===== config.mk =====
export PLATFORM = sky130hd
export DESIGN_NAME = escaped_field_deframer_core
export DESIGN_NICKNAME = d
export VERILOG_FILES = /design/src/sv/efd_pkg.sv /design/src/sv/escaped_field_deframer_core.sv /design/src/sv/efd_front.sv /design/src/sv/efd_queue.sv /design/src/sv/efd_back.sv
export SDC_FILE = /design/constraint.sdc
export NUM_CORES = 1
export LEC_CHECK = 0
export ABC_AREA = 1
export BUFFER_PORTS_ARGS = -buffer_cell sky130_fd_sc_hd__buf_4
export CELL_PAD_IN_SITES_DETAIL_PLACEMENT = 1
export CELL_PAD_IN_SITES_GLOBAL_PLACEMENT = 1
export CORE_ASPECT_RATIO = 0.5
export CORE_MARGIN = 3
export CORE_UTILIZATION = 51
export DETAILED_ROUTE_END_ITERATION = 6
export GPL_ROUTABILITY_DRIVEN = 0
export PLACE_DENSITY = 0.83
export SLEW_MARGIN = 20
export SYNTH_ARGS = -nofsm -noshare
export SYNTH_HDL_FRONTEND = slang
export SYNTH_SLANG_ARGS = --single-unit

===== constraint.sdc =====
create_clock -name clk -period 8.4 [get_ports clk]
set_input_delay 0.84 -clock clk [delete_from_list [all_inputs] [get_ports clk]]
set_output_delay 0.84 -clock clk [all_outputs]
set_load 0.05 [all_outputs]

===== src/sv/efd_pkg.sv =====
// ============================================================================
// efd_pkg
// Types and constants shared by the escaped field deframer modules.
// ============================================================================
package efd_pkg;

    localparam int LENGTH_WIDTH_DEFAULT = 16;
    localparam int BYTE_WIDTH           = 8;
    localparam int CAP_WIDTH            = 16;
    localparam int LEN_OUT_WIDTH        = 16;
    localparam int QUEUE_DEPTH          = 4;
    localparam int TDATA_WIDTH          = 24;
    localparam int CFG_INDEX_WIDTH      = 1;

    localparam logic [CFG_INDEX_WIDTH-1:0] REG_DELIMITER = 1'b0;
    localparam logic [CFG_INDEX_WIDTH-1:0] REG_ESCAPE    = 1'b1;

    localparam logic [BYTE_WIDTH-1:0] DELIMITER_RESET = 8'd0;
    localparam logic [BYTE_WIDTH-1:0] ESCAPE_RESET    = 8'd92;

    localparam logic KIND_DATA = 1'b0;
    localparam logic KIND_END  = 1'b1;

    // Results of one accepted word: up to two data bytes and an optional field end.
    typedef struct packed {
        logic [1:0]               ndata;
        logic [BYTE_WIDTH-1:0]    byte0;
        logic [BYTE_WIDTH-1:0]    byte1;
        logic                     has_end;
        logic [LEN_OUT_WIDTH-1:0] length;
    } efd_bundle_t;

endpackage


===== src/sv/escaped_field_deframer_core.sv =====
// ============================================================================
// escaped_field_deframer_core
// Splits a byte stream into fields at unescaped delimiters, removes escapes.
// ============================================================================
// Each word's results are registered in the queue before the back emits them.
// Throughput: one input word per cycle unless the queue is full; the output
// emits one word per cycle while m_axis_tready is high. A word's k results
// take k output words; a queue of four result bundles absorbs the difference.
// Reset: field state clears, delimiter becomes 0 and escape becomes 92.
module escaped_field_deframer_core
    import efd_pkg::*;
#(
    parameter int LENGTH_WIDTH = LENGTH_WIDTH_DEFAULT
)
(
    input  logic                       clk,
    input  logic                       rst_n,
    input  logic                       cfg_we,
    input  logic [CFG_INDEX_WIDTH-1:0] cfg_index,
    input  logic [BYTE_WIDTH-1:0]      cfg_data,
    input  logic                       s_axis_tvalid,
    output logic                       s_axis_tready,
    // Fields from bit 0: in_byte[7:0], field_capacity[23:8].
    input  logic [TDATA_WIDTH-1:0]     s_axis_tdata,
    input  logic                       s_axis_tlast,
    output logic                       m_axis_tvalid,
    input  logic                       m_axis_tready,
    // Fields from bit 0: out_byte[7:0], decoded_length[23:8].
    output logic [TDATA_WIDTH-1:0]     m_axis_tdata,
    // Fields from bit 0: item_kind[0].
    output logic                       m_axis_tuser,
    output logic                       m_axis_tlast
);

    logic                     push;
    logic                     pop;
    logic                     full;
    logic                     not_empty;
    efd_bundle_t              push_data;
    efd_bundle_t              head;
    logic [BYTE_WIDTH-1:0]    out_byte;
    logic [LEN_OUT_WIDTH-1:0] out_length;

    efd_front #(
        .LENGTH_WIDTH(LENGTH_WIDTH)
    ) u_front (
        .clk        (clk),
        .rst_n      (rst_n),
        .cfg_we     (cfg_we),
        .cfg_index  (cfg_index),
        .cfg_data   (cfg_data),
        .in_valid   (s_axis_tvalid),
        .in_byte    (s_axis_tdata[BYTE_WIDTH-1:0]),
        .in_eob     (s_axis_tlast),
        .in_capacity(s_axis_tdata[BYTE_WIDTH+CAP_WIDTH-1:BYTE_WIDTH]),
        .queue_full (full),
        .in_ready   (s_axis_tready),
        .push       (push),
        .bundle     (push_data)
    );

    efd_queue u_queue (
        .clk      (clk),
        .rst_n    (rst_n),
        .push     (push),
        .push_data(push_data),
        .pop      (pop),
        .full     (full),
        .not_empty(not_empty),
        .head     (head)
    );

    efd_back u_back (
        .clk       (clk),
        .rst_n     (rst_n),
        .head_valid(not_empty),
        .head      (head),
        .pop       (pop),
        .out_valid (m_axis_tvalid),
        .out_ready (m_axis_tready),
        .out_kind  (m_axis_tuser),
        .out_byte  (out_byte),
        .out_length(out_length),
        .out_last  (m_axis_tlast)
    );

    assign m_axis_tdata = {out_length, out_byte};

endmodule


===== src/sv/efd_front.sv =====
// ============================================================================
// efd_front
// Accepts input words, tracks escape and field state, and builds a bundle of
// results for each word.
// ============================================================================
module efd_front
    import efd_pkg::*;
#(
    parameter int LENGTH_WIDTH = LENGTH_WIDTH_DEFAULT
)
(
    input  logic                       clk,
    input  logic                       rst_n,
    input  logic                       cfg_we,
    input  logic [CFG_INDEX_WIDTH-1:0] cfg_index,
    input  logic [BYTE_WIDTH-1:0]      cfg_data,
    input  logic                       in_valid,
    input  logic [BYTE_WIDTH-1:0]      in_byte,
    input  logic                       in_eob,
    input  logic [CAP_WIDTH-1:0]       in_capacity,
    input  logic                       queue_full,
    output logic                       in_ready,
    output logic                       push,
    output efd_bundle_t                bundle
);

    localparam int CMPW = (LENGTH_WIDTH > CAP_WIDTH) ? LENGTH_WIDTH : CAP_WIDTH;
    localparam logic [LENGTH_WIDTH-1:0] LEN_MAX = {LENGTH_WIDTH{1'b1}};
    localparam logic [CMPW-1:0] LEN_OUT_MAX = CMPW'({LEN_OUT_WIDTH{1'b1}});

    logic [BYTE_WIDTH-1:0]   delim_reg;
    logic [BYTE_WIDTH-1:0]   escape_reg;
    logic                    open_reg;
    logic                    pending_reg;
    logic [LENGTH_WIDTH-1:0] count_reg;
    logic [CAP_WIDTH-1:0]    cap_reg;

    logic                    open_next;
    logic                    pending_next;
    logic [LENGTH_WIDTH-1:0] count_next;
    logic [CAP_WIDTH-1:0]    cap_next;

    logic                    accept;
    logic [CAP_WIDTH-1:0]    cap_eff;
    logic [LENGTH_WIDTH-1:0] c0;
    logic [LENGTH_WIDTH-1:0] c1;
    logic [LENGTH_WIDTH-1:0] c2;
    logic                    pend;
    logic                    is_esc;
    logic                    is_del;
    logic [1:0]              nd;
    logic [BYTE_WIDTH-1:0]   d0;
    logic [BYTE_WIDTH-1:0]   d1;
    logic                    end_hit;
    logic                    set_pending;
    logic                    has_end;
    logic                    emit0;
    logic                    emit1;

    assign in_ready = !queue_full;
    assign accept   = in_valid && in_ready;

    always_comb
    begin
        cap_eff = open_reg ? cap_reg : in_capacity;
        c0      = open_reg ? count_reg : '0;
        pend    = open_reg && pending_reg;
        is_esc  = (in_byte == escape_reg);
        is_del  = (in_byte == delim_reg);

        nd          = 2'd0;
        d0          = in_byte;
        d1          = in_byte;
        end_hit     = 1'b0;
        set_pending = 1'b0;

        if (pend)
        begin
            if (is_esc || is_del)
            begin
                nd = 2'd1;
            end
            else
            begin
                nd = 2'd2;
                d0 = escape_reg;
            end
        end
        else if (is_esc)
        begin
            if (in_eob)
            begin
                nd = 2'd1;
            end
            else
            begin
                set_pending = 1'b1;
            end
        end
        else if (is_del)
        begin
            end_hit = 1'b1;
        end
        else
        begin
            nd = 2'd1;
        end

        has_end = end_hit || in_eob;

        emit0 = (nd != 2'd0) && (CMPW'(c0) < CMPW'(cap_eff));
        if (nd != 2'd0)
        begin
            c1 = (c0 == LEN_MAX) ? c0 : c0 + 1'b1;
        end
        else
        begin
            c1 = c0;
        end
        emit1 = (nd == 2'd2) && (CMPW'(c1) < CMPW'(cap_eff));
        if (nd == 2'd2)
        begin
            c2 = (c1 == LEN_MAX) ? c1 : c1 + 1'b1;
        end
        else
        begin
            c2 = c1;
        end

        bundle.ndata   = {1'b0, emit0} + {1'b0, emit1};
        bundle.byte0   = d0;
        bundle.byte1   = d1;
        bundle.has_end = has_end;
        bundle.length  = (CMPW'(c2) > LEN_OUT_MAX) ? {LEN_OUT_WIDTH{1'b1}}
                                                    : LEN_OUT_WIDTH'(c2);

        push = accept && (emit0 || has_end);

        open_next    = open_reg;
        pending_next = pending_reg;
        count_next   = count_reg;
        cap_next     = cap_reg;
        if (accept)
        begin
            cap_next = cap_eff;
            if (has_end)
            begin
                open_next    = 1'b0;
                pending_next = 1'b0;
                count_next   = '0;
            end
            else
            begin
                open_next    = 1'b1;
                pending_next = set_pending;
                count_next   = c2;
            end
        end
    end

    always_ff @(posedge clk or negedge rst_n)
    begin
        if (!rst_n)
        begin
            delim_reg   <= DELIMITER_RESET;
            escape_reg  <= ESCAPE_RESET;
            open_reg    <= 1'b0;
            pending_reg <= 1'b0;
            count_reg   <= '0;
            cap_reg     <= '0;
        end
        else
        begin
            open_reg    <= open_next;
            pending_reg <= pending_next;
            count_reg   <= count_next;
            cap_reg     <= cap_next;
            if (cfg_we)
            begin
                case (cfg_index)
                    REG_DELIMITER: delim_reg  <= cfg_data;
                    REG_ESCAPE:    escape_reg <= cfg_data;
                    default:       ;
                endcase
            end
        end
    end

    a_eob_closes: assert property (@(posedge clk) disable iff (!rst_n)
        (accept && in_eob) |=> !open_reg)
        else $error("field still open after end of buffer");

    a_closed_clean: assert property (@(posedge clk) disable iff (!rst_n)
        !open_reg |-> (!pending_reg && count_reg == '0))
        else $error("closed field holds escape or count state");

endmodule


===== src/sv/efd_queue.sv =====
// ============================================================================
// efd_queue
// Short queue of result bundles between the front and the back.
// ============================================================================
module efd_queue
    import efd_pkg::*;
(
    input  logic        clk,
    input  logic        rst_n,
    input  logic        push,
    input  efd_bundle_t push_data,
    input  logic        pop,
    output logic        full,
    output logic        not_empty,
    output efd_bundle_t head
);

    localparam int PTRW = (QUEUE_DEPTH > 1) ? $clog2(QUEUE_DEPTH) : 1;
    localparam int CNTW = $clog2(QUEUE_DEPTH + 1);

    efd_bundle_t     mem_reg [QUEUE_DEPTH];
    logic [PTRW-1:0] wr_ptr_reg;
    logic [PTRW-1:0] rd_ptr_reg;
    logic [CNTW-1:0] count_reg;

    logic [PTRW-1:0] wr_ptr_next;
    logic [PTRW-1:0] rd_ptr_next;
    logic [CNTW-1:0] count_next;

    assign full      = (count_reg == CNTW'(QUEUE_DEPTH));
    assign not_empty = (count_reg != '0);
    assign head      = mem_reg[rd_ptr_reg];

    always_comb
    begin
        wr_ptr_next = wr_ptr_reg;
        rd_ptr_next = rd_ptr_reg;
        count_next  = count_reg;
        if (push)
        begin
            wr_ptr_next = (wr_ptr_reg == PTRW'(QUEUE_DEPTH - 1)) ? '0 : wr_ptr_reg + 1'b1;
        end
        if (pop)
        begin
            rd_ptr_next = (rd_ptr_reg == PTRW'(QUEUE_DEPTH - 1)) ? '0 : rd_ptr_reg + 1'b1;
        end
        if (push && !pop)
        begin
            count_next = count_reg + 1'b1;
        end
        else if (pop && !push)
        begin
            count_next = count_reg - 1'b1;
        end
    end

    always_ff @(posedge clk or negedge rst_n)
    begin
        if (!rst_n)
        begin
            wr_ptr_reg <= '0;
            rd_ptr_reg <= '0;
            count_reg  <= '0;
        end
        else
        begin
            wr_ptr_reg <= wr_ptr_next;
            rd_ptr_reg <= rd_ptr_next;
            count_reg  <= count_next;
        end
    end

    always_ff @(posedge clk)
    begin
        if (push)
        begin
            mem_reg[wr_ptr_reg] <= push_data;
        end
    end

    a_no_overflow: assert property (@(posedge clk) disable iff (!rst_n)
        push |-> !full)
        else $error("push into full queue");

    a_no_underflow: assert property (@(posedge clk) disable iff (!rst_n)
        pop |-> not_empty)
        else $error("pop from empty queue");

endmodule


===== src/sv/efd_back.sv =====
// ============================================================================
// efd_back
// Walks the head bundle of the queue and emits its results one word at a time.
// ============================================================================
module efd_back
    import efd_pkg::*;
(
    input  logic                   clk,
    input  logic                   rst_n,
    input  logic                   head_valid,
    input  efd_bundle_t            head,
    output logic                   pop,
    output logic                   out_valid,
    input  logic                   out_ready,
    output logic                   out_kind,
    output logic [BYTE_WIDTH-1:0]  out_byte,
    output logic [LEN_OUT_WIDTH-1:0] out_length,
    output logic                   out_last
);

    logic [1:0] sel_reg;
    logic [1:0] sel_next;
    logic [1:0] n_total;
    logic       is_data;

    always_comb
    begin
        n_total    = head.ndata + {1'b0, head.has_end};
        is_data    = (sel_reg < head.ndata);
        out_valid  = head_valid;
        out_kind   = is_data ? KIND_DATA : KIND_END;
        out_byte   = is_data ? ((sel_reg == 2'd0) ? head.byte0 : head.byte1) : '0;
        out_length = is_data ? '0 : head.length;
        out_last   = (sel_reg == n_total - 2'd1);
        pop        = head_valid && out_ready && out_last;

        sel_next = sel_reg;
        if (head_valid && out_ready)
        begin
            sel_next = out_last ? 2'd0 : sel_reg + 2'd1;
        end
    end

    always_ff @(posedge clk or negedge rst_n)
    begin
        if (!rst_n)
        begin
            sel_reg <= 2'd0;
        end
        else
        begin
            sel_reg <= sel_next;
        end
    end

    a_sel_in_range: assert property (@(posedge clk) disable iff (!rst_n)
        head_valid |-> (sel_reg < n_total && head.ndata != 2'd3))
        else $error("result index beyond bundle");

    a_sel_resets: assert property (@(posedge clk) disable iff (!rst_n)
        pop |=> (sel_reg == 2'd0))
        else $error("result index not cleared after bundle");

endmodule


==> results.yml, run 1 <==
power_and_ir_drop:
  p_leak_nw: 5.361
  p_comb_frac: 0.470
  internal-power_mw: 2.344
  power_frac_clock: 0.208
  vdd_drop_max_uv: 331.1
  seqPwrFrac: 0.322
  pwr_density_cell_nw_per_um2: 354.0
  switching_share: 0.4528
  p_switching_mw: 1.940
  total_power_mw: 4.284
synth:
  synth_largest_area_cell: "edfxtp_1"
  yosysTopAreaCellShare: 0.3937
  synth-seq-area-share: 0.5324
  postSynthCellCount: 1187
  ys_async_sr_fraction: 0.2965
  synth-simple-area-share: 0.2335
  synth-edff-count: 140
  synth_xor_area_frac: 0.01148
  synth-compound-area-share: 0.1003
  synth.avg_cell_area_um2: 8.997
  yosys_warnings: 0
  synth_ff_type: "edfxtp_1"
  synth_top_family_by_area: "simple AND/OR/NAND/NOR gates"
  syn_nets: 1269
  ys_top_cells_by_area: "edfxtp_1 (39%), dfrtp_1 (13%), nand2_1 (12%)"
  synth_mux_area_frac: 0.01406
  synthTopCellsByCount: "nand2_1 (329), edfxtp_1 (140), nor2_1 (119)"
  syn_area_um2: 10680
  synth-adder-area-share: 0.05108
  synth_cell_types: 40
  synth_seq_cells: 199
  yosysMostFrequentCell: "nand2_1"
clock_tree:
  cts_setup_buffers: 0
  cts_tree: "yes"
  clock-sinks: 199
  cts_htree_levels: 4
  cts_made_buffers: 17
  cts.clk_slew.worst_paths_ps: 70
  cts-root-buf: "clkbuf_16"
  cts_buffer_depth: 2
  post_cts_resized: 0
  clk_latency_ps: 450
  cts_hold_buffers: 0
global_routing:
  grt.total_usage: 0.2794
  grt_pass1_vias: 9162
  grt_pass1_wl_um: 49180
  antenna_found_initial: 0
  grt_overflow_total: 0
  grt_start_max_net_pins: 73
placed_design:
  dpl.hpwl_um: 21480
  post-place-ws_ps: 3749
  io_buffers: 66
setup_path:
  cp_slowest_cell: "dfrtp_2"
  start_kind: "flip-flop"
  cpPeakStageDelay_ps: 1010
  rr_worst_depth: 17
  path_class: "reg2reg"
  endpoint_kind: "flip-flop"
  crit_arrival_ps: 5180
  worstPathRequired_ps: 8710
  critPathTopFamily: "flip-flops"
  crit_chain: "mux2i_1 > ha_1 > a21oi_1 > o21ai_0 > a221oi_1 > o21ai_0 > nor2_1 > nand2_1 > nand2_1 > nand2_1 > inv_1 > ha_1 > inv_1 > fa_1 > a21oi_1 > o21ai_0 > xor2_1"
  path_buf_inv: 2
  critPathMaxFanout: 41
  cp.depth: 17
route:
  detail_route.vias_per_cell: 5.719
  drt_iter0_markers: 598
  via_count: 8693
  wl_per_cell_um: 20.27
  postRouteAntennaNets: 0
  first_pass_iters: 5
  wl_um: 30820
  drc_errors: 0
timing:
  skew_ps: 10.12
  final-max-slew-violation-count: 0
  whs_ps: 491.4
  setup-tns-final_ps: 0
  tightest_slew_ps: 986.7
  hold_violations: 0
  fmax_mhz: 205.3
  post-route-period-util: 0.5798
  slew_headroom: 0.3422
  layout_min_cycle_time_ps: 4870
  rsz0062_at_grt: "no"
  setup_slack_ps: 3530
  setup_viol: 0
final_layout:
  layout.nets: 1323
  seqCellArea_um2: 5688
  multi_input_area_um2: 4415
  largest_reg_flops: 140
  area_growth_pct: 13.31
  drive_gt1_frac: 0.1380
  final_util: 0.6050
  n_antenna_cell: 0
  num-fill-cells: 2315
floorplan:
  die_w_um: 210.6
  io_pins: 67
  die-area_um2: 22820
  start_util: 0.5340
  core_area_um2: 20000
  rows: 36
  dieHeight_um: 108.3
worst_hold_path:
  hold_path_class: "in2async"
flow_run:
  maxCapViolations: 0
outcome:
  outcome: "finished, final reports clean"
-- per-stage QoR --
stage                     cells  instance area [µm²]
after global placement     1486                11420
after CTS                  1520                12100
after detailed placement   1488                11470
final                      1520                12100
after global routing       1520                12100
after floorplan            1187                10680
-- layout by cell type (no fill, tap or decap), types with 8 or more instances in the layout --
master     synthesis  final
a32o_1            10     10
nand4_1           11     11
nor2_2            11     12
nand2_1          329    329
xor2_1             8      8
mux2i_1           15     15
edfxtp_1         140    140
dfrtp_1           55     53
nand3_2            9      9
inv_2              8      8
buf_4              0     75
clkbuf_16          0     17
inv_1            101    101
a22oi_1            8      8
nand3_1           59     59
ha_1              42     42
nand2_2           11     11
a211oi_1           9      9
nor2_1           119    114
o21ai_0           89     89
nor2_4             9     13
a21oi_1           64     64
-- area by class of cell --
class                   instances  area share
inverters                     112     0.03474
repair buffers                 77     0.05108
multi-input cells             834      0.3649
flip-flops and latches        199      0.4701
clock buffers                  19     0.03578
well taps                     266     0.02750
clock inverters                13     0.01592
-- routing by layer --
| metal | track usage | wire length (µm) | vias up |
|---|---|---|---|
| met2 | 0.4868 | 15220 | 207 |
| li1 | - | - | 4080 |
| met3 | 0.04000 | 1182 | 49 |
| met4 | 0.08401 | 521 | 0 |
| met5 | 0 | 0 | - |
| met1 | 0.3684 | 13900 | 4357 |
-- worst register-to-register path: stages (launching register included) --
cell	delay, ps
dfrtp_2	1010
mux2i_1	560
ha_1	330
a21oi_1	130
o21ai_0	100
a221oi_1	240
o21ai_0	130
nor2_1	100
nand2_1	160
nand2_1	120
nand2_1	290
inv_1	300
ha_1	220
inv_1	100
fa_1	420
a21oi_1	190
o21ai_0	160
xor2_1	180
-- cell families (layout without fill, tap and decap cells) --
kind of cell               after synthesis  count (layout)
buffers and inverters                  154             221
xor gates and xnor gates                14              14
AOI/OAI and AO/OA                      192             192
muxes                                   15              15
DFF                                    199             199
adders and majority gates               43              43
and+or+nand+nor                        570             570
-- power by group through the flow --
stage,registers [mW],clock network (mW),logic (mW)
global route,1.40,0.944,2.17
detailed placement,1.40,0,1.99
global placement,1.38,0,1.87
finish,1.38,0.891,2.01
floorplan,1.35,0,1.36
CTS,1.38,0.898,2.02
-- worst paths after layout --
check,from,end,slack (ps)
worst min-delay path,rst_n,u_front.cap_reg[15],490
worst max-delay path,u_front.open_reg,u_queue.count_reg[2],3530
worst max register to register,u_front.open_reg,u_queue.count_reg[2],3530
worst min register to register,u_front.cap_reg[1],u_front.cap_reg[1],490
min in group clk,u_front.cap_reg[1],u_front.cap_reg[1],490
max in group asynchronous,rst_n,u_queue.rd_ptr_reg[0],7310
(Power assumes the default switching activity.)
==> run 2: changes to the inputs <==
- ABC_AREA: 1 -> 0
- CORE_UTILIZATION: 51 -> 46
- PLACE_DENSITY: 0.83 -> 0.74
- clock period: 8.4 -> 4.2 ns (I/O delays scaled with it)
==> results.yml, run 2 <==
clock_tree:
  clock-sinks: 199
  cts_htree_levels: 4
  cts_buffer_depth: 2
  cts_made_buffers: 17
  cts_hold_buffers: 0
  clk_latency_ps: 450
  cts-root-buf: "clkbuf_16"
  cts.clk_slew.worst_paths_ps: 70
  cts_tree: "yes"
setup_path:
  crit_arrival_ps: 4230
  rr_worst_depth: 18
  critPathMaxFanout: 7
  worstPathRequired_ps: 4370
  worstReg2RegStart: "u_front.open_reg"
  r2r-end: "u_queue.mem_reg[3][33]"
  r2r_setup_slack_ps: 140
  path_class: "reg2reg"
  endpoint_kind: "flip-flop"
  start_kind: "flip-flop"
final_layout:
  largest_reg_flops: 140
  area_growth_pct: 17.28
  n_antenna_cell: 0
  final_cells: 1174
  num-fill-cells: 2156
  final_util: 0.5666
  mostFrequentLayoutCell: "edfxtp_1"
  layout.nets: 951
  layout_common_cells: "edfxtp_1 (140), buf_4 (116), nand2_1 (85), dfrtp_1 (53), ha_1 (41)"
  drive_gt1_frac: 0.2891
synth:
  synth-simple-area-share: 0.1253
  synth-seq-area-share: 0.5550
  yosysMostFrequentCell: "edfxtp_1"
  synth_top_family_by_area: "multiplexers"
  synthTopCellsByCount: "edfxtp_1 (140), nand2_1 (85), dfrtp_1 (55)"
  synth-adder-area-share: 0.05326
  synth-compound-area-share: 0.07023
  synth_mux_area_frac: 0.1350
  syn_area_um2: 10240
  synth_ff_type: "edfxtp_1"
  ys_async_sr_fraction: 0.2965
  syn_nets: 847
  synth-edff-count: 140
  synth_seq_cells: 199
  synth_xor_area_frac: 0.03738
  ys_top_cells_by_area: "edfxtp_1 (41%), dfrtp_1 (13%), mux4_2 (7.7%)"
  postSynthCellCount: 765
  synth_cell_types: 76
  yosys_warnings: 0
  synth.avg_cell_area_um2: 13.39
  yosysTopAreaCellShare: 0.4104
  synth_largest_area_cell: "edfxtp_1"
route:
  wl_um: 27060
  postRouteAntennaNets: 0
  detail_route.vias_per_cell: 5.777
  via_count: 6782
  first_pass_iters: 5
  drt_iter0_markers: 428
  drc_errors: 0
  wl_per_cell_um: 23.05
placed_design:
  io_buffers: 66
  dp.cells: 1134
  post-place-ws_ps: -63.00
  dpl.hpwl_um: 18470
global_routing:
  grt.total_usage: 0.2284
  grt_pass1_vias: 7300
  grt_start_max_net_pins: 60
  grt_pass1_wl_um: 42130
  grt_overflow_total: 0
  antenna_found_initial: 0
timing:
  setup_slack_ps: 141.5
  tightest_slew_ps: 994.2
  post-route-period-util: 0.9663
  setup_viol: 0
  fmax_mhz: 246.4
  skew_ps: 14.56
  hold_violations: 0
  slew_headroom: 0.3372
  final-max-slew-violation-count: 0
  layout_min_cycle_time_ps: 4058
power_and_ir_drop:
  vdd_drop_max_uv: 342.6
  pwr_density_cell_nw_per_um2: 647.2
  p_leak_nw: 4.814
  total_power_mw: 7.776
floorplan:
  die-area_um2: 24200
  die_w_um: 217.0
  rows: 37
  start_util: 0.4831
  io_pins: 67
  dieHeight_um: 111.5
  core_area_um2: 21200
worst_hold_path:
  hold_path_class: "in2async"
flow_run:
  maxCapViolations: 0
outcome:
  outcome: "finished, final reports clean"
run 2: cell types whose count changed after synthesis, moves of 14 or more:
cell	delta
and2_1	+27
mux2i_1	+14
inv_1	-74
mux2_2	+27
mux4_2	+35
nor2_1	-88
nand2_1	-244
o21ai_0	-62
xnor2_1	+22
nand3_1	-53
a21oi_1	-53
run 2: report_power, final:
group / internal (mW) / switching [mW] / total (mW)
sequential: 2.56 / 0.182 / 2.74
clock: 0.827 / 0.756 / 1.58
combinational: 1.29 / 2.16 / 3.45
total: 4.68 / 3.10 / 7.78
run 2: layout make-up:
class / instances / area [µm²] / area share
Clock buffer: 19 / 432.9 / 0.03603
Clock inverter: 13 / 117.6 / 0.009790
Inverter: 27 / 101.3 / 0.008436
Multi-Input combinational cell: 506 / 4393 / 0.3657
Sequential cell: 199 / 5688 / 0.4734
Tap cell: 292 / 365.4 / 0.03041
Timing Repair Buffer: 118 / 915.9 / 0.07623
run 2: critical path: stages, from the launching register on:
cell	delay (ps)
dfrtp_2	420
nand2_1	100
inv_2	100
ha_4	170
and4_4	250
nand3_4	110
or4_4	540
nand3_4	120
nor4_1	80
or2_2	300
ha_1	310
a21o_1	190
a21oi_1	130
nor2b_1	50
o21ai_0	140
nand2b_1	70
a21oi_1	170
o2111a_2	250
ha_1	280
run 2: through the flow:
stage	instance area [µm²]	setup TNS (ps)	hold slack [ps]
global route	12010	-169.8	129.1
detailed placement	11330	-63.00	471.2
global placement	11330	0	463.0
floorplan	10290	0	124.4
CTS	11890	0	97.30
finish	12010	0	72.25
run 2: routing by layer:
metal,global-route usage,vias up,routed length [µm]
met5,0,-,0
met4,0.04036,0,225
met3,0.04909,18,1009
met2,0.3840,135,13150
met1,0.3122,3536,12670
li1,-,3093,-
run 2: timing repair:
action | in CTS | in global routing
setup endpoints to repair | 6 | 126
setup buffers | 0 | 7
resized for setup | 2 | 10
pin swaps | 0 | 3
cloned | 0 | 1
run 2: how the worst max path moves through the flow:
stage / from / end / slack, ps
global route: u_front.open_reg / u_queue.mem_reg[3][33] / -40
finish: u_front.open_reg / u_queue.mem_reg[3][33] / 140
detailed placement: u_front.open_reg / u_queue.count_reg[2] / -60
CTS: u_front.open_reg / u_queue.count_reg[2] / 0.3
floorplan: u_front.open_reg / u_queue.mem_reg[0][33] / 8
global placement: u_front.open_reg / u_queue.count_reg[2] / 20
run 2: kinds of logic after synthesis:
family                   Yosys count
buffers and inverters             60
adder cells (fa/ha/maj)           43
multiplexers                      91
XOR/XNOR                          42
flip-flops                       199
AO/OA/AOI/OAI                     99
AND/OR/NAND/NOR                  231
==> run 3: changes to the inputs <==
- MAX_ROUTING_LAYER: not set -> met4
==> results.yml, run 3 (synthesis gave the netlist of run 2 again) <==
global_routing:
  grt_overflow_total: 0
  grt_pass1_wl_um: 42170
  grt_pass1_vias: 7274
  grt_start_max_net_pins: 60
  grt.total_usage: 0.2357
  antenna_found_initial: 0
final_layout:
  layout.nets: 951
  drive_gt1_frac: 0.2891
  area_growth_pct: 17.28
  final_area_um2: 12010
  final_util: 0.5666
  layout_common_cells: "edfxtp_1 (140), buf_4 (116), nand2_1 (85), dfrtp_1 (53), ha_1 (41)"
  n_antenna_cell: 0
  mostFrequentLayoutCell: "edfxtp_1"
  final_cells: 1174
  largest_reg_flops: 140
power_and_ir_drop:
  internal-power_mw: 4.677
  vdd_drop_max_uv: 338.9
  p_comb_frac: 0.445
  seqPwrFrac: 0.353
  pwr_density_cell_nw_per_um2: 646.7
  p_leak_nw: 4.814
  switching_share: 0.3980
  p_switching_mw: 3.093
  total_power_mw: 7.770
  power_frac_clock: 0.203
setup_path:
  worstPathRequired_ps: 4370
  path_class: "reg2reg"
  crit_arrival_ps: 4250
  r2r_setup_slack_ps: 130
  critPathMaxFanout: 7
  endpoint_kind: "flip-flop"
  rr_worst_depth: 18
  r2r-end: "u_queue.mem_reg[3][33]"
  start_kind: "flip-flop"
  worstReg2RegStart: "u_front.open_reg"
timing:
  whs_ps: 72.56
  post-route-period-util: 0.9700
  tightest_slew_ps: 1031
  setup_viol: 0
  setup-tns-final_ps: 0
  setup_slack_ps: 126.0
  final-max-slew-violation-count: 0
  hold_violations: 0
  skew_ps: 12.91
  slew_headroom: 0.3124
  layout_min_cycle_time_ps: 4074
  fmax_mhz: 245.5
clock_tree:
  cts_tree: "yes"
  cts.clk_slew.worst_paths_ps: 70
  cts_buffer_depth: 2
  cts_htree_levels: 4
  cts_made_buffers: 17
  clock-sinks: 199
  clk_latency_ps: 440
  cts-root-buf: "clkbuf_16"
  cts_hold_buffers: 0
route:
  via_count: 6813
  wl_um: 26930
  first_pass_iters: 4
  postRouteAntennaNets: 0
  detail_route.vias_per_cell: 5.803
  drc_errors: 0
  drt_iter0_markers: 476
  wl_per_cell_um: 22.94
floorplan:
  core_area_um2: 21200
  start_util: 0.4831
  io_pins: 67
  rows: 37
  die-area_um2: 24200
  die_w_um: 217.0
  dieHeight_um: 111.5
placed_design:
  dp.cells: 1134
  post-place-ws_ps: -63.00
  dpl.hpwl_um: 18470
  placed_area_um2: 11330
  io_buffers: 66
worst_hold_path:
  hold_path_class: "in2async"
flow_run:
  maxCapViolations: 0
outcome:
  outcome: "finished, final reports clean"
run 3: worst max path at each step:
stage | startpoint | endpoint | cells after the start
after floorplan | u_front.open_reg | u_queue.mem_reg[0][33] | 22
after global placement | u_front.open_reg | u_queue.count_reg[2] | 17
after detailed placement | u_front.open_reg | u_queue.count_reg[2] | 17
after CTS | u_front.open_reg | u_queue.count_reg[2] | 17
after global routing | u_front.open_reg | u_queue.mem_reg[3][33] | 18
final | u_front.open_reg | u_queue.mem_reg[3][33] | 18
run 3: layout make-up:
type,count,area (µm²)
fill,2156,9189
sequential,199,5688
multi-input combinational,506,4393
timing repair buffer,118,915.9
clock buffer,19,432.9
tap,292,365.4
clock inverter,13,117.6
inverter,27,101.3
run 3: what timing repair did:
action                     in CTS  in global routing
pin swaps                       0                  3
setup endpoints to repair       6                117
resized for setup               2                 10
cloned                          0                  1
setup buffers                   0                  7
run 3: metal layers:
metal | share of wire | routed length [µm] | GRT usage
met1 | 0.46 | 12430 | 0.3162
met2 | 0.49 | 13190 | 0.3835
met3 | 0.040 | 1085 | 0.04445
met4 | 0.0085 | 228 | 0.04036
met5 | 0 | 0 | -
run 3: power groups by stage:
stage,logic [mW],clock network (mW),registers (mW)
floorplan,2.44,0,2.71
global placement,3.35,0,2.74
detailed placement,3.43,0,2.78
CTS,3.46,1.61,2.74
global route,3.73,1.70,2.78
finish,3.45,1.57,2.74
run 3: critical path: stages (launching register included):
cell and delay (ps):
dfrtp_2 420, nand2_1 100, inv_2 100, ha_4 170, and4_4 260, nand3_4 110, or4_4 540, nand3_4 120
nor4_1 80, or2_2 300, ha_1 310, a21o_1 190, a21oi_1 140, nor2b_1 50, o21ai_0 140, nand2b_1 70
a21oi_1 170, o2111a_2 250, ha_1 280
